### src/sv/nmsup_pkg.sv
package nmsup_pkg;

	// block sizing
	localparam int MODULES        = 16;
	localparam int WINDOW_SAMPLES = 8;

	// fixed field widths
	localparam int MOD_IDX_W  = 4;
	localparam int SAMPLE_W   = 16;
	localparam int CFG_ADDR_W = 2;
	localparam int CFG_DATA_W = 16;

	// derived widths
	localparam int MOD_ADDR_W = (MODULES > 1) ? $clog2(MODULES) : 1;
	localparam int WIN_CNT_W  = $clog2(WINDOW_SAMPLES);
	localparam int CHG_CNT_W  = $clog2(2 * MODULES + 1);
	localparam int LOAD_CNT_W = $clog2(MODULES + 1);
	localparam int RANGE_W    = SAMPLE_W + 1;
	localparam int PROD_W     = RANGE_W + 4;

	// queue between front and back
	localparam int Q_DEPTH = 2;
	localparam int Q_PTR_W = $clog2(Q_DEPTH);
	localparam int Q_CNT_W = $clog2(Q_DEPTH + 1);

	typedef enum logic [2:0] {
		MODE_INIT        = 3'd0,
		MODE_CHARGING    = 3'd1,
		MODE_CHARGED     = 3'd2,
		MODE_CRITICAL    = 3'd3,
		MODE_DISCHARGING = 3'd4
	} mode_t;

	typedef enum logic [1:0] {
		TF_NONE = 2'd0,
		TF_HIGH = 2'd1,
		TF_LOW  = 2'd2
	} tfault_t;

	typedef enum logic [1:0] {
		VF_NONE  = 2'd0,
		VF_OVER  = 2'd1,
		VF_UNDER = 2'd2
	} vfault_t;

	typedef enum logic [CFG_ADDR_W-1:0] {
		REG_VOLT_UPPER = 2'd0,
		REG_VOLT_LOWER = 2'd1,
		REG_TEMP_UPPER = 2'd2,
		REG_TEMP_LOWER = 2'd3
	} cfg_reg_t;

	typedef struct packed {
		logic [SAMPLE_W-1:0]        volt_upper;
		logic [SAMPLE_W-1:0]        volt_lower;
		logic signed [SAMPLE_W-1:0] temp_upper;
		logic signed [SAMPLE_W-1:0] temp_lower;
	} limits_t;

	// classified sample as held in the queue
	typedef struct packed {
		logic [MOD_IDX_W-1:0]       module_index;
		logic [MOD_ADDR_W-1:0]      addr;
		logic                       rejected;
		logic signed [SAMPLE_W-1:0] temp;
		logic [SAMPLE_W-1:0]        volt;
	} q_item_t;

endpackage

### src/sv/nmsup_queue.sv
module nmsup_queue (
	input  logic               clk,
	input  logic               arst_n,
	input  logic               push_valid,
	input  nmsup_pkg::q_item_t push_item,
	output logic               push_ready,
	output logic               pop_valid,
	output nmsup_pkg::q_item_t pop_item,
	input  logic               pop_ready
);
	import nmsup_pkg::*;

	q_item_t              mem_q [Q_DEPTH];
	logic [Q_PTR_W-1:0]   wr_ptr_q;
	logic [Q_PTR_W-1:0]   rd_ptr_q;
	logic [Q_CNT_W-1:0]   count_q;
	logic                 do_push;
	logic                 do_pop;

	assign push_ready = (count_q != Q_CNT_W'(Q_DEPTH));
	assign pop_valid  = (count_q != '0);
	assign pop_item   = mem_q[rd_ptr_q];
	assign do_push    = push_valid && push_ready;
	assign do_pop     = pop_valid && pop_ready;

	// pointers and fill level
	always_ff @(posedge clk or negedge arst_n) begin
		if (!arst_n) begin
			wr_ptr_q <= '0;
			rd_ptr_q <= '0;
			count_q  <= '0;
		end else begin
			if (do_push) wr_ptr_q <= wr_ptr_q + 1'b1;
			if (do_pop) rd_ptr_q <= rd_ptr_q + 1'b1;
			if (do_push && !do_pop) count_q <= count_q + 1'b1;
			else if (do_pop && !do_push) count_q <= count_q - 1'b1;
		end
	end

	// storage
	always_ff @(posedge clk) begin
		if (do_push) mem_q[wr_ptr_q] <= push_item;
	end

endmodule

### config.mk
export PLATFORM = sky130hd
export DESIGN_NAME = nmsup_queue
export DESIGN_NICKNAME = d
export VERILOG_FILES = /design/src/sv/nmsup_pkg.sv /design/src/sv/nmsup_queue.sv
export SDC_FILE = /design/constraint.sdc
export NUM_CORES = 1
export LEC_CHECK = 0
export ABC_AREA = 1
export BUFFER_PORTS_ARGS = -buffer_cell sky130_fd_sc_hd__buf_4
export CAP_MARGIN = 20
export CORE_UTILIZATION = 47
export CTS_CLUSTER_DIAMETER = 30
export CTS_CLUSTER_SIZE = 16
export DETAILED_ROUTE_END_ITERATION = 10
export GPL_TIMING_DRIVEN = 1
export PLACE_DENSITY = 0.78
export SLEW_MARGIN = 15
export SYNTH_ARGS = -nofsm -noshare
export SYNTH_HDL_FRONTEND = slang
export SYNTH_SLANG_ARGS = --single-unit
### constraint.sdc
create_clock -name clk -period 2.7 [get_ports clk]
set_input_delay 0.54 -clock clk [delete_from_list [all_inputs] [get_ports clk]]
set_output_delay 0.54 -clock clk [all_outputs]
set_load 0.05 [all_outputs]
==> results of run 1 <==
## cell type report
type	count	area (sq um)
multi-input cells	141	636
fillers	553	2540
repair buffers	91	711
inverters	7	33.8
flip-flops and latches	86	2560
clock inverters	4	95.1
clock buffers	12	135
well taps	96	120
## stage by stage
| stage | setup WS (ps) | total power, W | hold WS [ps] | instance area, sq um |
|---|---|---|---|---|
| 2_1_floorplan | -163 | 0.00403 | 244 | 3340 |
| 3_3_place_gp | 779 | 0.00468 | 341 | 4050 |
| 3_5_place_dp | 744 | 0.00472 | 341 | 4050 |
| 4_1_cts | 371 | 0.00575 | 367 | 4290 |
| 5_1_grt | 287 | 0.00597 | 367 | 4290 |
| 6_report | 445 | 0.00568 | 383 | 4290 |
## routing by layer
| metal | up-vias | global-route usage, % | wire [um] |
|---|---|---|---|
| met3 | 12 | 3.52 | 254 |
| met4 | 0 | 7.73 | 112 |
| met1 | 931 | 18.9 | 2330 |
| met2 | 55 | 29.9 | 2930 |
| li1 | 994 | - | - |
| met5 | - | 0 | 0 |
## cell families (layout without fill, tap and decap cells)
logic type / after synthesis / after routing / synth area share (%)
buffers and inverters: 16 / 114 / 4.61
AND/OR/NAND/NOR: 138 / 138 / 17.5
XOR/XNOR: 2 / 2 / 0.750
adder cells (fa/ha/maj): 1 / 1 / 0.375
flip-flops: 86 / 86 / 76.8
## power breakdown
group	switching, W	internal (W)
Clock	0.000412	0.000615
Combinational	0.00193	0.000734
Sequential	0.000159	0.00182
## cell usage in the layout, fill, tap and decap left out
master           n
dfrtp_2          1
buf_4           88
inv_8            1
xnor2_1          1
nand2_2         18
nand2_4          2
bufinv_16        3
nand4_1          1
dfrtp_1          3
clkbuf_8         9
ha_1             1
dlygate4sd3_1    1
buf_12           2
nand2_1        113
inv_2            2
clkbuf_1         3
inv_1            4
nand3_1          2
xor2_2           1
nor2_4           2
edfxtp_1        82
clkinv_2         1
## sequential cells by signal, indices dropped and copies added (netlist names)
name and cells:
wr_ptr_q 1, mem_q 82, count_q 2, rd_ptr_q 1
## worst max path at each step
stage | endpoint | slack, ps
final | pop_item[27] | 450
after global routing | pop_item[28] | 290
after CTS | pop_item[20] | 370
after detailed placement | pop_item[20] | 740
after global placement | pop_item[20] | 780
after floorplan | mem_q[0][0] | -160
## repair_timing
| action | 4_1_cts | 5_1_grt |
|---|---|---|
| gates resized for setup | 0 | 0 |
| endpoints found under the hold margin | 4 | 0 |
| setup endpoints to repair | 0 | 0 |
| hold buffers | 1 | 0 |
==> results.md, run 1 <==
* DR WL/cell at 12.9 um
* Count leader, synth: nand2_1
* Worst-Margin Slew at 675 ps
* RSZ-0062 raised after global routing: false
* CP Capture Type: output pin
* Area contributors post-synth: edfxtp_1 74%, nand2_1 13%, nand2_2 3.4%
* Die Height at 86.3 um
* Die area at 0.00744 sq mm
* Avg Vias per Cell at 4.56
* Vias in the first global route at 1956
* FMAX at 444 MHz
* VDD IR max at 720 uV
* Number of port buffers at 87
* Share of the synthesized area in the top cell type at 73.8%
* Stages on the worst setup path at 4
* Synth warnings at 0
* Util after Layout at 62.9%
* Hold Path End: mem_q[0][3]
* Max Cap Viol at 0
* DRT iter0 DRCs at 70
* Mean post-synth cell area at 13.7 sq um
* Core footprint at 0.00683 sq mm
* N_diodes at 0
* Main synth FF type: edfxtp_1
* Crit. Startpoint: rd_ptr_q
* Vias at 1992
* Worst Path Class, Setup: reg -> out
* Gr ovfl total at 0
* LEAKAGE at 1.83 nW
* Asr flop ratio synth at 4.65%
* First-pass GRT wire length at 9090 um
* Detailed Place HPWL at 3710 um
* Reg clk slew, reported paths at 80 ps
* Number of flops mapped to enable cells by yosys at 82
* Arr. time, crit path at 1710 ps
* CP cell instances: buf_4, nand2_1, nand2_1, buf_4
* TritonCTS clock tree: yes
* Initial core utilization at 48.8%
* Post-Syn Instances at 243
* Post-Syn Nets at 289
* Dpl cells at 420
* Clk_skew at 5.74 ps
* Die width at 86.3 um
* Worst Path Buf+Inv at 2
* Most common library cells after synthesis: 113 x nand2_1, 82 x edfxtp_1, 18 x nand2_2
* Crit-path leading delay family: flip-flops
* Pre-antenna DRT Iters at 4
* Drt total wl at 5630 um
* Outcome: finished, final reports clean
* RR Startpoint: count_q[0]
* Share of post-route cells with drive strength above 1 at 38.1%
* Reg2Reg Depth at 5
* Crit-path max FO at 27
* # nets final at 382
* CTS max path bufs at 2
* Hold WC Path Type: in -> reg
* CTS Buf Count at 9
* Final antenna-violating net count at 0
* All-layer global routing usage at 16.6%
* Post-synth top area cell: edfxtp_1
* Seq cells post-synth at 86
* FP Rows at 30
* Largest net degree at the start of global routing at 43
* CP max-delay cell: dfrtp_2
* Sink Count at 86
* Post-Layout Cell Count at 437
* Worst-Skew Late Latency at 330 ps
* Final min period at 2250 ps
* CP Launch Type: register
* Synth cell types at 17
* Cell Area, Synth at 0.00334 sq mm
* R2R Setup Slk at 960 ps
* Max-slew headroom at 54.9%
* Max H-tree Level at 3
* # IOs at 88
* Hold Startpoint: push_item[3]
* Worst R2R End: mem_q[0][16]
* Power per cell area at 1320 mW/mm^2
* CP max stage delay at 710 ps
* Initial antenna violation count at 0
* Required @ worst endpoint at 2160 ps
* WHS Path Cells at 1
* Part of the cycle the worst path needs at 83.5%
* Gpl congestion at 0.720
* Final setup violation count at 0
* Root Driver: clkbuf_8
* Sequential cell area fraction in the yosys report at 76.8%
* Final slew viol count at 0
* Hold violation total from the final report at 0
* Postcts setup bufs at 0
* Synthesis-to-layout area growth at 28.7%
* Drt drc at 0
* Fin Setup TNS at 0 ps
Note: power is estimated with default switching activity, not from simulation.
==> inputs of run 2 (changes only) <==
- CORE_UTILIZATION: 47 -> 52
- PLACE_DENSITY: 0.78 -> 0.82
- clock period: 2.7 -> 2.2 ns (I/O delays scaled with it)
==> run 2 against run 1 <==
Effect of this change:
- count of clock-buffer cells in the layout shrank 2
- wire length is 4.4% higher
- non-clock buffer count grew 2
- cell area decreased by 0.41%
- clock skew grew 2.6 ps
- utilization grew 7.7 points
- final cell count is 4.3% lower
- combinational power rose by 24%
- critical endpoint is now pop_item[5]
- largest power group unchanged
==> results.md, run 2 (synthesized netlist as in run 1, its figures left out) <==
* Util after Layout at 70.6%
* Crit-path max FO at 25
* VDD IR max at 970 uV
* Vias in the first global route at 1921
* Final setup violation count at 0
* Pre-antenna DRT Iters at 4
* DR WL/cell at 14.1 um
* CTS max path bufs at 2
* Part of the cycle the worst path needs at 95.3%
* LEAKAGE at 1.85 nW
* Worst-Margin Slew at 339 ps
* CP Launch Type: register
* Postcts setup bufs at 0
* Top Registers: mem_q: 82 flops, count_q: 2 flops
* Worst-Skew Late Latency at 340 ps
* Die Height at 82.1 um
* Gpl congestion at 0.707
* RSZ-0062 raised after global routing: false
* Max H-tree Level at 3
* # nets final at 384
* Initial antenna violation count at 0
* Most frequent cells in the layout: 113 x nand2_1, 92 x buf_4, 82 x edfxtp_1
* Gr ovfl total at 0
* R2R Setup Slk at 720 ps
* Vias at 2052
* Power per cell area at 1640 mW/mm^2
* Max reg flops at 82
* CP cell instances: buf_4, nand2_1, nand2_1, buf_4
* Final slew viol count at 0
* TritonCTS clock tree: yes
* FMAX at 477 MHz
* Hold WC Path Type: in -> reg
* N_diodes at 0
* Biggest register: mem_q
* Die area at 0.00674 sq mm
* Worst Path Class, Setup: reg -> out
* Hold violation total from the final report at 0
* All-layer global routing usage at 18.3%
* Final min period at 2100 ps
* CTS Buf Count at 9
* Cell Area, Placed at 0.00402 sq mm
* First-pass GRT wire length at 8730 um
* Arr. time, crit path at 1660 ps
* Synthesis-to-layout area growth at 28.2%
* Max Cap Viol at 0
* # IOs at 88
* Clk_skew at 8.39 ps
* Largest net degree at the start of global routing at 43
* DRT iter0 DRCs at 71
* Outcome: finished, final reports clean
* CP max stage delay at 570 ps
* CP Capture Type: output pin
* Avg Vias per Cell at 4.91
* Most common cell after layout, fill and taps aside: nand2_1
* Drt drc at 0
* Reg clk slew, reported paths at 80 ps
* Final antenna-violating net count at 0
* Drt total wl at 5880 um
* Crit-path leading delay family: flip-flops
* FP Rows at 28
* Worst Path Buf+Inv at 2
* Die width at 82.1 um
* Max-slew headroom at 77.4%
* Sink Count at 86
* Min Hold Slack at 279 ps
* Required @ worst endpoint at 1760 ps
* Share of post-route cells with drive strength above 1 at 39.4%
* Core footprint at 0.00606 sq mm
* Detailed Place HPWL at 3870 um
* CP max-delay cell: dfrtp_4
* Root Driver: clkbuf_8
* Post-route cell area at 0.00428 sq mm
* Initial core utilization at 55.1%
* Number of port buffers at 87
run 2: where the power goes:
part	leakage [nW]	internal, W	switching (W)
sequential	0.809	0.00225	0.000174
combinational	0.910	0.000882	0.00243
clock	0.126	0.000783	0.000522
run 2: final cells by class:
cell class                      instances  area (sq um)
Fill cell                             426          1780
Inverter                                7          33.8
Sequential cell                        86          2570
Clock buffer                           10           138
Clock inverter                          6           109
Tap cell                               75          93.8
Multi-Input combinational cell        141           636
Timing Repair Buffer                   93           701
run 2: path summary, 6_finish.rpt:
path | to | depth (start not counted) | startpoint
max in group asynchronous | rd_ptr_q | 2 | arst_n
hold / removal | mem_q[1][27] | 1 | push_item[27]
min in group asynchronous | wr_ptr_q | 2 | arst_n
hold reg to reg | count_q[0] | 1 | count_q[0]
setup / recovery | pop_item[5] | 4 | rd_ptr_q
setup reg to reg | count_q[1] | 9 | count_q[0]
run 2: repair_timing:
item | in CTS | in global routing
hold endpoints to repair | 4 | 0
resized for setup | 0 | 1
hold buffers | 1 | 0
setup endpoints to repair | 0 | 20
run 2: stage by stage:
stage          total power (W)  setup TNS (ps)  instances  setup WS [ps]
3_5_place_dp           0.00578               0        401            397
4_1_cts                0.00709               0        418           16.7
2_1_floorplan          0.00495          -54350        243           -663
5_1_grt                0.00735               0        418           12.5
6_report               0.00703               0        418            103
3_3_place_gp           0.00572               0        401            410
run 2: per-layer routing:
layer | wire, um | vias up | track usage (%)
met5 | 0 | - | 0
li1 | - | 1001 | -
met2 | 3140 | 62 | 32.1
met1 | 2400 | 983 | 21.3
met4 | 57 | 0 | 9.12
met3 | 276 | 6 | 3.74
==> inputs of run 3 (changes only) <==
- RECOVER_POWER: default -> 50
==> run 3 against run 2 <==
Effect of this change:
- clock power is essentially flat
- first-iteration DRC count shrank 14%
- sequential power is essentially flat
- total power shrank 0.79%
- wire length shrank 0.53%
- clock skew is essentially flat
- via count shrank 1.2%
- register-to-register slack lost 470 ps
- worst hold slack gained 24 ps
- critical endpoint is now pop_item[0]
- largest power group unchanged
==> results.md, run 3 (synthesized netlist as in run 1, its figures left out) <==
* Outcome: finished, final reports clean
* Hold violation total from the final report at 0
* Dpl cells at 401
* LEAKAGE at 1.80 nW
* Drt drc at 0
* Reg2Reg Depth at 5
* All-layer global routing usage at 18.3%
* Worst setup path endpoint: pop_item[0]
* Worst-Margin Slew at 946 ps
* Core footprint at 0.00606 sq mm
* Reg clk slew, reported paths at 80 ps
* RSZ-0062 raised after global routing: false
* Arr. time, crit path at 1670 ps
* Initial core utilization at 55.1%
* Crit. Startpoint: rd_ptr_q
* Most common cell after layout, fill and taps aside: nand2_1
* Final setup violation count at 0
* Root Driver: clkbuf_8
* Pre-antenna DRT Iters at 4
* GR Layer Usage met3 at 3.74%
* Fin Setup TNS at 0 ps
* Synthesis-to-layout area growth at 26.5%
* Max-slew headroom at 37.0%
* Vias in the first global route at 1921
* Avg Vias per Cell at 4.85
* Drt total wl at 5850 um
* CP Launch Type: register
* DR WL/cell at 14.0 um
* Hold WC Path Type: in -> reg
* Share of post-route cells with drive strength above 1 at 35.9%
* Final worst slack at 93.6 ps
* # IOs at 88
* CP Capture Type: output pin
* Post-Layout Cell Count at 418
* First-pass GRT wire length at 8730 um
* Max H-tree Level at 3
* Post-route cell area at 0.00422 sq mm
* R2R Setup Slk at 250 ps
* Routing usage on met2 at 32.1%
* FMAX at 475 MHz
* Worst R2R End: mem_q[1][19]
* Die area at 0.00674 sq mm
* PnR Total Power at 0.00698 W
* Cell Area, Placed at 0.00402 sq mm
* FP Rows at 28
* Number of port buffers at 87
* Final min period at 2110 ps
* Gpl congestion at 0.707
* Postcts setup bufs at 0
* Worst Path Class, Setup: reg -> out
* Gr ovfl total at 0
* Sink Count at 86
* # nets final at 384
* Setup WS pre-CTS at 397 ps
* Worst-Skew Late Latency at 340 ps
* VDD IR max at 955 uV
* Final antenna-violating net count at 0
* Biggest register: mem_q
* Top Registers: mem_q: 82 flops, count_q: 2 flops
* TritonCTS clock tree: yes
* Most frequent cells in the layout: 114 x nand2_1, 82 x edfxtp_1, 48 x buf_4
* DRT iter0 DRCs at 61
* Max reg flops at 82
* N_diodes at 0
* CTS Buf Count at 9
* RR Startpoint: count_q[0]
* Crit-path max FO at 25
* Clk_skew at 8.07 ps
* Die width at 82.1 um
* Part of the cycle the worst path needs at 95.7%
* Largest net degree at the start of global routing at 43
* CTS max path bufs at 2
* Power per cell area at 1650 mW/mm^2
* Most Crowded Layer GR: met2
* Max Cap Viol at 0
* Die Height at 82.1 um
* Initial antenna violation count at 0
* Required @ worst endpoint at 1760 ps
* Met1 GRT Util at 21.3%
* Detailed Place HPWL at 3870 um
* Vias at 2028
* Final slew viol count at 0
==> run 3: where the power goes <==
group	internal, W	total [W]	switching (W)
clock	0.000783	0.00131	0.000522
sequential	0.00225	0.00241	0.000163
combinational	0.000851	0.00326	0.00241
total	0.00388	0.00698	0.00309
==> run 3: what timing repair did <==
| item | in CTS | in global routing |
|---|---|---|
| hold buffers | 1 | 0 |
| gates resized for setup | 0 | 1 |
| hold endpoints to repair | 4 | 0 |
| endpoints found under the setup margin | 0 | 20 |
==> run 3: worst min-delay path by stage <==
| stage | endpoint | cells past startpoint | start |
|---|---|---|---|
| final | mem_q[1][27] | 1 | push_item[27] |
| after global routing | mem_q[1][27] | 1 | push_item[27] |
| after CTS | mem_q[0][27] | 1 | push_item[27] |
| after detailed placement | count_q[1] | 1 | arst_n |
| after global placement | count_q[1] | 1 | arst_n |
| after floorplan | count_q[0] | 0 | arst_n |
==> run 3: area by class of cell <==
cell class	count	area, sq um
fillers	437	1840
multi-input cells	141	613
inverters	7	33.8
clock inverters	6	109
clock buffers	10	138
repair buffers	93	668
well taps	75	93.8
flip-flops and latches	86	2570
==> run 3: layer usage <==
layer | vias to the layer above | share of wire (%)
met1 | 952 | 41
met3 | 8 | 4.6
met4 | 0 | 1.1
met5 | - | 0
li1 | 1000 | -
met2 | 68 | 53
==> run 3: worst max-delay path, cell delays in order, from the launching register on <==
cell	delay, ps
dfrtp_4	570
buf_4	350
nand2_1	110
nand2_1	90
buf_4	190
==> run 3: per-stage QoR <==
step	hold WS (ps)	util [%]
floorplan	144	-
global placement	242	66.3
detailed placement	241	66.3
CTS	261	70.5
global route	288	69.7
finish	303	69.7
