<file path="src/sv/nmsup_pkg.sv">
package nmsup_pkg;

	// block sizing
	localparam int MODULES        = 16;
	localparam int WINDOW_SAMPLES = 8;

	// fixed field widths
	localparam int MOD_IDX_W  = 4;
	localparam int SAMPLE_W   = 16;
	localparam int CFG_ADDR_W = 2;
	localparam int CFG_DATA_W = 16;

	// derived widths
	localparam int MOD_ADDR_W = (MODULES > 1) ? $clog2(MODULES) : 1;
	localparam int WIN_CNT_W  = $clog2(WINDOW_SAMPLES);
	localparam int CHG_CNT_W  = $clog2(2 * MODULES + 1);
	localparam int LOAD_CNT_W = $clog2(MODULES + 1);
	localparam int RANGE_W    = SAMPLE_W + 1;
	localparam int PROD_W     = RANGE_W + 4;

	// queue between front and back
	localparam int Q_DEPTH = 2;
	localparam int Q_PTR_W = $clog2(Q_DEPTH);
	localparam int Q_CNT_W = $clog2(Q_DEPTH + 1);

	typedef enum logic [2:0] {
		MODE_INIT        = 3'd0,
		MODE_CHARGING    = 3'd1,
		MODE_CHARGED     = 3'd2,
		MODE_CRITICAL    = 3'd3,
		MODE_DISCHARGING = 3'd4
	} mode_t;

	typedef enum logic [1:0] {
		TF_NONE = 2'd0,
		TF_HIGH = 2'd1,
		TF_LOW  = 2'd2
	} tfault_t;

	typedef enum logic [1:0] {
		VF_NONE  = 2'd0,
		VF_OVER  = 2'd1,
		VF_UNDER = 2'd2
	} vfault_t;

	typedef enum logic [CFG_ADDR_W-1:0] {
		REG_VOLT_UPPER = 2'd0,
		REG_VOLT_LOWER = 2'd1,
		REG_TEMP_UPPER = 2'd2,
		REG_TEMP_LOWER = 2'd3
	} cfg_reg_t;

	typedef struct packed {
		logic [SAMPLE_W-1:0]        volt_upper;
		logic [SAMPLE_W-1:0]        volt_lower;
		logic signed [SAMPLE_W-1:0] temp_upper;
		logic signed [SAMPLE_W-1:0] temp_lower;
	} limits_t;

	// classified sample as held in the queue
	typedef struct packed {
		logic [MOD_IDX_W-1:0]       module_index;
		logic [MOD_ADDR_W-1:0]      addr;
		logic                       rejected;
		logic signed [SAMPLE_W-1:0] temp;
		logic [SAMPLE_W-1:0]        volt;
	} q_item_t;

endpackage

</file>
<file path="src/sv/nmsup_ifs.sv">


// result channel
interface nmsup_result_if;
	import nmsup_pkg::*;
	logic                 valid;
	logic                 ready;
	logic [MOD_IDX_W-1:0] module_echo;
	logic [2:0]           charge_state;
	logic [1:0]           temp_fault;
	logic [1:0]           volt_fault;
	logic                 window_closed;
	logic                 charger_on;
	logic                 load_on;
	logic                 rejected;
	modport source (output valid, module_echo, charge_state, temp_fault, volt_fault,
		window_closed, charger_on, load_on, rejected, input ready);
	modport sink (input valid, module_echo, charge_state, temp_fault, volt_fault,
		window_closed, charger_on, load_on, rejected, output ready);
endinterface


</file>
<file path="src/sv/nmsup_back.sv">
module nmsup_back (
	input  logic               clk,
	input  logic               arst_n,
	input  logic               pop_valid,
	input  nmsup_pkg::q_item_t pop_item,
	output logic               pop_ready,
	input  nmsup_pkg::limits_t limits,
	nmsup_result_if.source     results
);
	import nmsup_pkg::*;

	typedef logic signed [SAMPLE_W-1:0] temp_t;
	typedef logic [SAMPLE_W-1:0]        volt_t;
	typedef logic signed [RANGE_W-1:0]  range_t;
	typedef logic signed [PROD_W-1:0]   prod_t;

	// window statistics per module
	logic [WIN_CNT_W-1:0] win_cnt_q   [MODULES];
	temp_t                tmax_now_q  [MODULES];
	temp_t                tmin_now_q  [MODULES];
	temp_t                tmax_bef_q  [MODULES];
	temp_t                tmin_bef_q  [MODULES];
	volt_t                vmax_now_q  [MODULES];
	volt_t                vmin_now_q  [MODULES];
	volt_t                vmax_bef_q  [MODULES];
	volt_t                vmin_bef_q  [MODULES];

	// mode and fault state per module, block counts
	mode_t                mode_q      [MODULES];
	tfault_t              tf_q        [MODULES];
	vfault_t              vf_q        [MODULES];
	logic [CHG_CNT_W-1:0]  chg_cnt_q;
	logic [LOAD_CNT_W-1:0] load_cnt_q;

	// stage 1 pipeline registers
	logic                  valid_s1;
	logic [MOD_IDX_W-1:0]  module_s1;
	logic [MOD_ADDR_W-1:0] addr_s1;
	logic                  rejected_s1;
	logic                  closed_s1;
	temp_t                 tmax_now_s1, tmin_now_s1, tmax_bef_s1, tmin_bef_s1;
	volt_t                 vmax_now_s1, vmin_now_s1, vmax_bef_s1, vmin_bef_s1;
	logic                  bef_pos_s1;
	prod_t                 bef_x_s1;

	// stage 2 (result) registers
	logic                  valid_s2;
	logic [MOD_IDX_W-1:0]  module_s2;
	logic [2:0]            state_s2;
	logic [1:0]            tf_s2;
	logic [1:0]            vf_s2;
	logic                  closed_s2;
	logic                  chg_on_s2;
	logic                  load_on_s2;
	logic                  rejected_s2;

	// stage 1 combinational
	logic                  advance;
	logic                  take;
	logic [MOD_ADDR_W-1:0] a1;
	logic [WIN_CNT_W-1:0]  cnt;
	logic                  first;
	logic                  closing;
	temp_t                 tmax_new, tmin_new;
	volt_t                 vmax_new, vmin_new;
	range_t                bef_rng;
	prod_t                 bef_ext;

	// stage 2 combinational
	logic                  act;
	mode_t                 mode_n;
	tfault_t               tf_n, tf_new;
	vfault_t               vf_n, vf_new;
	logic [CHG_CNT_W-1:0]  chg_n;
	logic [LOAD_CNT_W-1:0] load_n;
	logic                  rising;
	logic                  dtdt;
	range_t                now_rng;
	prod_t                 now_ext;
	prod_t                 now_x;

	// whole back pipeline moves when the result slot is free or drains
	assign advance   = !valid_s2 || results.ready;
	assign pop_ready = advance;
	assign take      = pop_valid && advance;

	// stage 1: window min/max update
	always_comb begin
		a1       = pop_item.addr;
		cnt      = win_cnt_q[a1];
		first    = (cnt == '0);
		closing  = (cnt == WIN_CNT_W'(WINDOW_SAMPLES - 1));
		tmax_new = (first || pop_item.temp > tmax_now_q[a1]) ? pop_item.temp : tmax_now_q[a1];
		tmin_new = (first || pop_item.temp < tmin_now_q[a1]) ? pop_item.temp : tmin_now_q[a1];
		vmax_new = (first || pop_item.volt > vmax_now_q[a1]) ? pop_item.volt : vmax_now_q[a1];
		vmin_new = (first || pop_item.volt < vmin_now_q[a1]) ? pop_item.volt : vmin_now_q[a1];
		// previous window range, widened; scaled by 15 into bef_x_s1
		bef_rng  = RANGE_W'(tmax_bef_q[a1]) - RANGE_W'(tmin_bef_q[a1]);
		bef_ext  = PROD_W'(bef_rng);
	end

	// stage 1 state, written once per transfer into the pipeline that is not rejected
	always_ff @(posedge clk or negedge arst_n) begin
		if (!arst_n) begin
			for (int i = 0; i < MODULES; i++) begin
				win_cnt_q[i]  <= '0;
				tmax_now_q[i] <= '0;
				tmin_now_q[i] <= '0;
				tmax_bef_q[i] <= '0;
				tmin_bef_q[i] <= '0;
				vmax_now_q[i] <= '0;
				vmin_now_q[i] <= '0;
				vmax_bef_q[i] <= '0;
				vmin_bef_q[i] <= '0;
			end
			valid_s1 <= 1'b0;
		end else begin
			if (advance) valid_s1 <= pop_valid;
			if (take && !pop_item.rejected) begin
				win_cnt_q[a1]  <= closing ? '0 : cnt + 1'b1;
				tmax_now_q[a1] <= tmax_new;
				tmin_now_q[a1] <= tmin_new;
				vmax_now_q[a1] <= vmax_new;
				vmin_now_q[a1] <= vmin_new;
				if (closing) begin
					tmax_bef_q[a1] <= tmax_new;
					tmin_bef_q[a1] <= tmin_new;
					vmax_bef_q[a1] <= vmax_new;
					vmin_bef_q[a1] <= vmin_new;
				end
			end
		end
	end

	// stage 1 payload
	always_ff @(posedge clk) begin
		if (take) begin
			module_s1   <= pop_item.module_index;
			addr_s1     <= a1;
			rejected_s1 <= pop_item.rejected;
			closed_s1   <= closing && !pop_item.rejected;
			tmax_now_s1 <= tmax_new;
			tmin_now_s1 <= tmin_new;
			vmax_now_s1 <= vmax_new;
			vmin_now_s1 <= vmin_new;
			tmax_bef_s1 <= tmax_bef_q[a1];
			tmin_bef_s1 <= tmin_bef_q[a1];
			vmax_bef_s1 <= vmax_bef_q[a1];
			vmin_bef_s1 <= vmin_bef_q[a1];
			bef_pos_s1  <= (bef_rng > 0);
			bef_x_s1    <= (bef_ext <<< 4) - bef_ext;
		end
	end

	// stage 2: fault classification, block counts, charge state
	always_comb begin
		act     = valid_s1 && closed_s1;
		mode_n  = mode_q[addr_s1];
		tf_n    = tf_q[addr_s1];
		vf_n    = vf_q[addr_s1];
		chg_n   = chg_cnt_q;
		load_n  = load_cnt_q;
		tf_new  = TF_NONE;
		vf_new  = VF_NONE;
		rising  = (tmax_now_s1 > tmax_bef_s1) || (tmin_now_s1 > tmin_bef_s1) ||
			(vmax_now_s1 >= vmax_bef_s1) || (vmin_now_s1 >= vmin_bef_s1);
		now_rng = RANGE_W'(tmax_now_s1) - RANGE_W'(tmin_now_s1);
		now_ext = PROD_W'(now_rng);
		// current range times 10
		now_x   = (now_ext <<< 3) + (now_ext <<< 1);
		dtdt    = bef_pos_s1 && (now_x > bef_x_s1);
		if (act) begin
			if (mode_n != MODE_INIT) begin
				if (tmax_now_s1 > limits.temp_upper) tf_new = TF_HIGH;
				else if (tmin_now_s1 < limits.temp_lower) tf_new = TF_LOW;
				if (tf_new != tf_n) begin
					if (tf_new == TF_HIGH) chg_n = chg_n + 1'b1;
					else if (tf_n == TF_HIGH) chg_n = chg_n - 1'b1;
				end
				tf_n = tf_new;
				if (vmax_now_s1 < limits.volt_lower) vf_new = VF_UNDER;
				else if (vmin_now_s1 > limits.volt_upper) vf_new = VF_OVER;
				if (vf_new != vf_n) begin
					if (vf_new == VF_OVER) chg_n = chg_n + 1'b1;
					else if (vf_n == VF_OVER) chg_n = chg_n - 1'b1;
					if (vf_new == VF_UNDER) load_n = load_n + 1'b1;
					else if (vf_n == VF_UNDER) load_n = load_n - 1'b1;
				end
				vf_n = vf_new;
			end
			case (mode_n)
				MODE_CRITICAL: begin
					if (tf_n == TF_NONE && vf_n == VF_NONE && !rising)
						mode_n = MODE_DISCHARGING;
				end
				MODE_INIT, MODE_DISCHARGING: begin
					mode_n = rising ? MODE_CHARGING : MODE_DISCHARGING;
				end
				MODE_CHARGING: begin
					if (dtdt) mode_n = MODE_CHARGED;
					else mode_n = rising ? MODE_CHARGING : MODE_DISCHARGING;
				end
				MODE_CHARGED: begin
					if (!rising) mode_n = MODE_DISCHARGING;
					else if (dtdt) mode_n = MODE_CRITICAL;
				end
				default: begin
					mode_n = mode_q[addr_s1];
				end
			endcase
		end
	end

	// stage 2 state and result valid
	always_ff @(posedge clk or negedge arst_n) begin
		if (!arst_n) begin
			for (int i = 0; i < MODULES; i++) begin
				mode_q[i] <= MODE_INIT;
				tf_q[i]   <= TF_NONE;
				vf_q[i]   <= VF_NONE;
			end
			chg_cnt_q  <= '0;
			load_cnt_q <= '0;
			valid_s2   <= 1'b0;
		end else begin
			if (advance) valid_s2 <= valid_s1;
			if (advance && act) begin
				mode_q[addr_s1] <= mode_n;
				tf_q[addr_s1]   <= tf_n;
				vf_q[addr_s1]   <= vf_n;
				chg_cnt_q       <= chg_n;
				load_cnt_q      <= load_n;
			end
		end
	end

	// result payload
	always_ff @(posedge clk) begin
		if (advance && valid_s1) begin
			module_s2   <= module_s1;
			state_s2    <= rejected_s1 ? MODE_INIT : mode_n;
			tf_s2       <= rejected_s1 ? TF_NONE : tf_n;
			vf_s2       <= rejected_s1 ? VF_NONE : vf_n;
			closed_s2   <= closed_s1;
			chg_on_s2   <= (chg_n == '0);
			load_on_s2  <= (load_n == '0);
			rejected_s2 <= rejected_s1;
		end
	end

	assign results.valid         = valid_s2;
	assign results.module_echo   = module_s2;
	assign results.charge_state  = state_s2;
	assign results.temp_fault    = tf_s2;
	assign results.volt_fault    = vf_s2;
	assign results.window_closed = closed_s2;
	assign results.charger_on    = chg_on_s2;
	assign results.load_on       = load_on_s2;
	assign results.rejected      = rejected_s2;

endmodule

</file>
<file path="src/flat_wrapper.sv">
// flat-port wrapper written by rule: the top's interface ports become plain ports
module nmsup_back_flat import nmsup_pkg::*;
  (clk, arst_n, pop_valid, pop_item, pop_ready, limits, results_valid, results_module_echo, results_charge_state, results_temp_fault, results_volt_fault, results_window_closed, results_charger_on, results_load_on, results_rejected, results_ready);
  nmsup_result_if results_i ();
  input  logic clk;
  input  logic arst_n;
  input  logic pop_valid;
  input  nmsup_pkg::q_item_t pop_item;
  output logic pop_ready;
  input  nmsup_pkg::limits_t limits;
  output wire logic [$bits(results_i.valid)-1:0] results_valid;
  output wire logic [$bits(results_i.module_echo)-1:0] results_module_echo;
  output wire logic [$bits(results_i.charge_state)-1:0] results_charge_state;
  output wire logic [$bits(results_i.temp_fault)-1:0] results_temp_fault;
  output wire logic [$bits(results_i.volt_fault)-1:0] results_volt_fault;
  output wire logic [$bits(results_i.window_closed)-1:0] results_window_closed;
  output wire logic [$bits(results_i.charger_on)-1:0] results_charger_on;
  output wire logic [$bits(results_i.load_on)-1:0] results_load_on;
  output wire logic [$bits(results_i.rejected)-1:0] results_rejected;
  input wire logic [$bits(results_i.ready)-1:0] results_ready;
  assign results_valid = results_i.valid;
  assign results_module_echo = results_i.module_echo;
  assign results_charge_state = results_i.charge_state;
  assign results_temp_fault = results_i.temp_fault;
  assign results_volt_fault = results_i.volt_fault;
  assign results_window_closed = results_i.window_closed;
  assign results_charger_on = results_i.charger_on;
  assign results_load_on = results_i.load_on;
  assign results_rejected = results_i.rejected;
  assign results_i.ready = results_ready;
  nmsup_back u_core (.clk(clk), .arst_n(arst_n), .pop_valid(pop_valid), .pop_item(pop_item), .pop_ready(pop_ready), .limits(limits), .results(results_i));
endmodule
</file>
<file path="config.mk">
export PLATFORM = sky130hd
export DESIGN_NAME = nmsup_back_flat
export DESIGN_NICKNAME = d
export VERILOG_FILES = /design/src/sv/nmsup_pkg.sv /design/src/sv/nmsup_ifs.sv /design/src/sv/nmsup_back.sv /design/src/flat_wrapper.sv
export SDC_FILE = /design/constraint.sdc
export NUM_CORES = 2
export LEC_CHECK = 0
export BUFFER_PORTS_ARGS = -buffer_cell sky130_fd_sc_hd__buf_4
export CAP_MARGIN = 20
export CORE_ASPECT_RATIO = 2
export CORE_UTILIZATION = 66
export CTS_BUF_LIST = sky130_fd_sc_hd__clkbuf_2
export CTS_CLUSTER_SIZE = 14
export DETAILED_ROUTE_END_ITERATION = 8
export PLACE_DENSITY = 0.84
export SLEW_MARGIN = 20
export SYNTH_ARGS = -nofsm -noshare
export SYNTH_HDL_FRONTEND = slang
export SYNTH_SLANG_ARGS = --single-unit
</file>
<file path="constraint.sdc">
create_clock -name clk -period 8.7 [get_ports clk]
set_input_delay 1.74 -clock clk [delete_from_list [all_inputs] [get_ports clk]]
set_output_delay 1.74 -clock clk [all_outputs]
set_load 0.01 [all_outputs]
</file>
==> flow_summary.toml <==
[logic_synthesis]
ys_seq_area_share_pct = 49.9
syn_area_um2 = 122000
synth_warnings = 0
ys_top_cells_by_area = "dfrtp_1, mux4_2, nand2_1"
synth_commonest_cells = "nand2_1, dfrtp_1, o21ai_0"
syn-num-nets = 12172
yosysTopAreaCell = "dfrtp_1"
synthCells = 11778
synthArstFlopShare_pct = 92.7
synth_ff_type = "dfrtp_1"
yosysMostFrequentCell = "nand2_1"
avgSynthCellArea_um2 = 10.3
synth_cell_types = 81
synth_edf_count = 175
ys_ff_latch = 2396
yosysTopAreaCellShare_pct = 45.6

[clocking]
cts_max_level = 6
cts_made_buffers = 532
root_buffer = "clkbuf_2"
cts.sinks = 2396
clock_latency_ps = 1790
cts_tree = "yes"
clk_path_buf_depth = 4
clk_pin_slew_ps = 120

[sta]
worst_slew_pin_slew_ps = 1160
slew_headroom_pct = 22.6
finalHoldViolations = 0
tns_ps = 0
period_needed_ps = 7970
report.final.setup_viol = 0
fin_skew_ps = 237
rsz0062_at_grt = "false"
setup_ws_ps = 733
maxSlewViolCount = 0
timing.hold.ws_ps = 149
fmax_mhz = 126
period_share_pct = 91.6

[final_layout]
drive_gt1_share_pct = 17.2
area_growth_pct = 6.56
finalNonFillerCells = 14323
final_nets = 11987

[detailed_routing]
wl_per_cell_um = 26.2
viasPerCell = 6.87
vias = 98416
firstDrtPassIters = 9
wirelength_um = 375000
drc = 2
drt_iter0_drc = 11519
ant_nets = 0

[worst_setup_path]
critPathCaptureType = "flop"
crit_required_ps = 10060
critPathMaxFanout = 17
slowest_delay_ps = 670
arrival_ps = 9330
r2r-start = "u_core.tmin_now_s1[1]"
r2r-end = "u_core.results.charge_state[1]"
crit_path_top_delay_cell = "edfxtp_1"
r2r_cells = 29
r2r_setup_slack_ps = 730
worst-setup-path-type = "flop to flop"
cp_common_cell = "o21ai_0"
cp-start-kind = "flop"

[placement]
dp_slack_ps = 444
place.gp.congestion = 0.941
portBuffers = 125
dpl.hpwl_um = 230000
numPlacedInstances = 13407

[pwr]
ir_drop_mv = 0.252
p_comb_share_pct = 28.1
p_per_area_nw_per_um2 = 225
power.internal_w = 0.0187
p_seq_share_pct = 46.5
p_leak_nw = 60.8
swShare_pct = 36.1
p_sw_w = 0.0105
p_clk_share_pct = 25.4

[floorplanning]
fp.dieW_um = 306
num_rows = 222
start_util_pct = 66.6
core_um2 = 183000
ioPinCount = 126
die_area_um2 = 186000
die_h_um = 610

[worst_hold_path]
hold_path_end = "u_core.module_s1[0]"
min_path_cells = 1
hold_path.class = "primary input to flop"
min_from = "pop_item[37]"

[grt]
grt_pass1_vias = 102437
grt_max_degree = 223
grt_util_all_layers_pct = 40.6
antenna_found_initial = 21
grt_overflow = 0
grt_pass1_wl_um = 573000

[outcome]
violations = "design-rule violations"
status = "finished, violations left"

[run]
drv_cap = 0
-- power by group through the flow --
stage	Clock (W)	Sequential (W)	Combinational, W
3_3_place_gp	0	0.0136	0.00764
4_1_cts	0.00746	0.0135	0.00805
5_1_grt	0.00795	0.0137	0.00886
2_1_floorplan	0	0.0134	0.00580
3_5_place_dp	0	0.0137	0.00802
6_report	0.00742	0.0136	0.00821
-- cell families after synthesis --
kind of cell    Yosys count  share of synthesized area (%)
compound gates         2547                           12.1
simple gates           3707                           12.4
mux                    1305                           17.6
xor+xnor                 70                          0.503
fa+ha+maj               285                           2.94
buf+inv                1468                           4.60
flops                  2396                           49.9
-- worst max-delay path, delay by kind of cell, from the launching register on --
family,cells,cell delay (ps)
AO/OA/AOI/OAI,14,3520
adder cells (fa/ha/maj),3,1180
XOR/XNOR,2,290
AND/OR/NAND/NOR,8,1540
flip-flops,1,670
buffers and inverters,2,360
-- metrics by stage --
step                instance area (µm²)  utilization, %  power, W
floorplan                        122000               -    0.0192
global placement                 125000            68.2    0.0212
detailed placement               125000            68.2    0.0217
CTS                              130000            70.9    0.0290
global route                     130000            70.9    0.0305
finish                           130000            70.9    0.0292
-- what timing repair did --
| action | 4_1_cts | 5_1_grt |
|---|---|---|
| endpoints found under the hold margin | 50 | 0 |
| hold buffers | 1 | 0 |
| gates resized for setup | 0 | 0 |
| buffers inserted | 0 | 0 |
-- layout by cell type (no fill, tap or decap), types with 12 or more instances in the layout --
cell type	instances
clkinv_1	66
o21ai_1	372
nand4_1	32
mux2i_2	45
clkbuf_2	784
a31oi_1	46
mux2i_1	551
o21ai_0	1269
buf_12	59
o21a_1	28
inv_1	350
mux4_2	670
nand2_4	28
ha_1	281
nand2_1	2262
buf_4	322
a21o_1	54
nand3_1	29
a21oi_1	139
xnor2_1	43
nor3_1	536
a22oi_1	517
nor2_1	700
o21ai_2	14
nand2b_1	22
edfxtp_1	175
diode_2	15
bufinv_16	18
dfrtp_1	2221
xor2_1	27
inv_2	12
mux2_2	36
nor2b_1	29
-- sequential cells by signal, summed over array words and instances, names as in the netlist, 256 cells and up --
signal             count
u_core.vmax_now_q    256
u_core.tmin_bef_q    256
u_core.vmax_bef_q    256
u_core.vmin_bef_q    256
u_core.vmin_now_q    256
u_core.tmax_bef_q    256
u_core.tmax_now_q    256
u_core.tmin_now_q    256
-- worst max path at each step --
stage	slack (ps)	startpoint	end	cells after the start
after global placement	320	pop_item[33]	u_core.bef_x_s1[19]	28
final	730	u_core.tmin_now_s1[1]	u_core.results.charge_state[1]	29
after floorplan	10	pop_item[33]	u_core.bef_x_s1[19]	34
after CTS	820	u_core.tmin_now_s1[1]	u_core.results.charge_state[1]	29
after global routing	50	u_core.tmin_now_s1[2]	u_core.mode_q[34]	30
after detailed placement	440	pop_item[34]	u_core.vmax_bef_q[135]	22
-- cell type report --
cell class | count | area, µm²
clock inverter | 113 | 960
antenna | 15 | 37.5
timing repair buffer | 393 | 3800
clock buffer | 784 | 3920
fill | 12263 | 53200
tap | 2352 | 2940
sequential | 2396 | 60800
inverter | 356 | 1340
multi-input combinational | 7914 | 56000
-- routing by layer --
layer,track usage (%),part of all wire (%),vias up
met5,0,0.027,-
met4,39.4,11,14
met3,10.3,11,2169
met2,64.1,47,6560
met1,44.3,31,48209
li1,-,-,41464
Power figures use the tool's default switching activity.
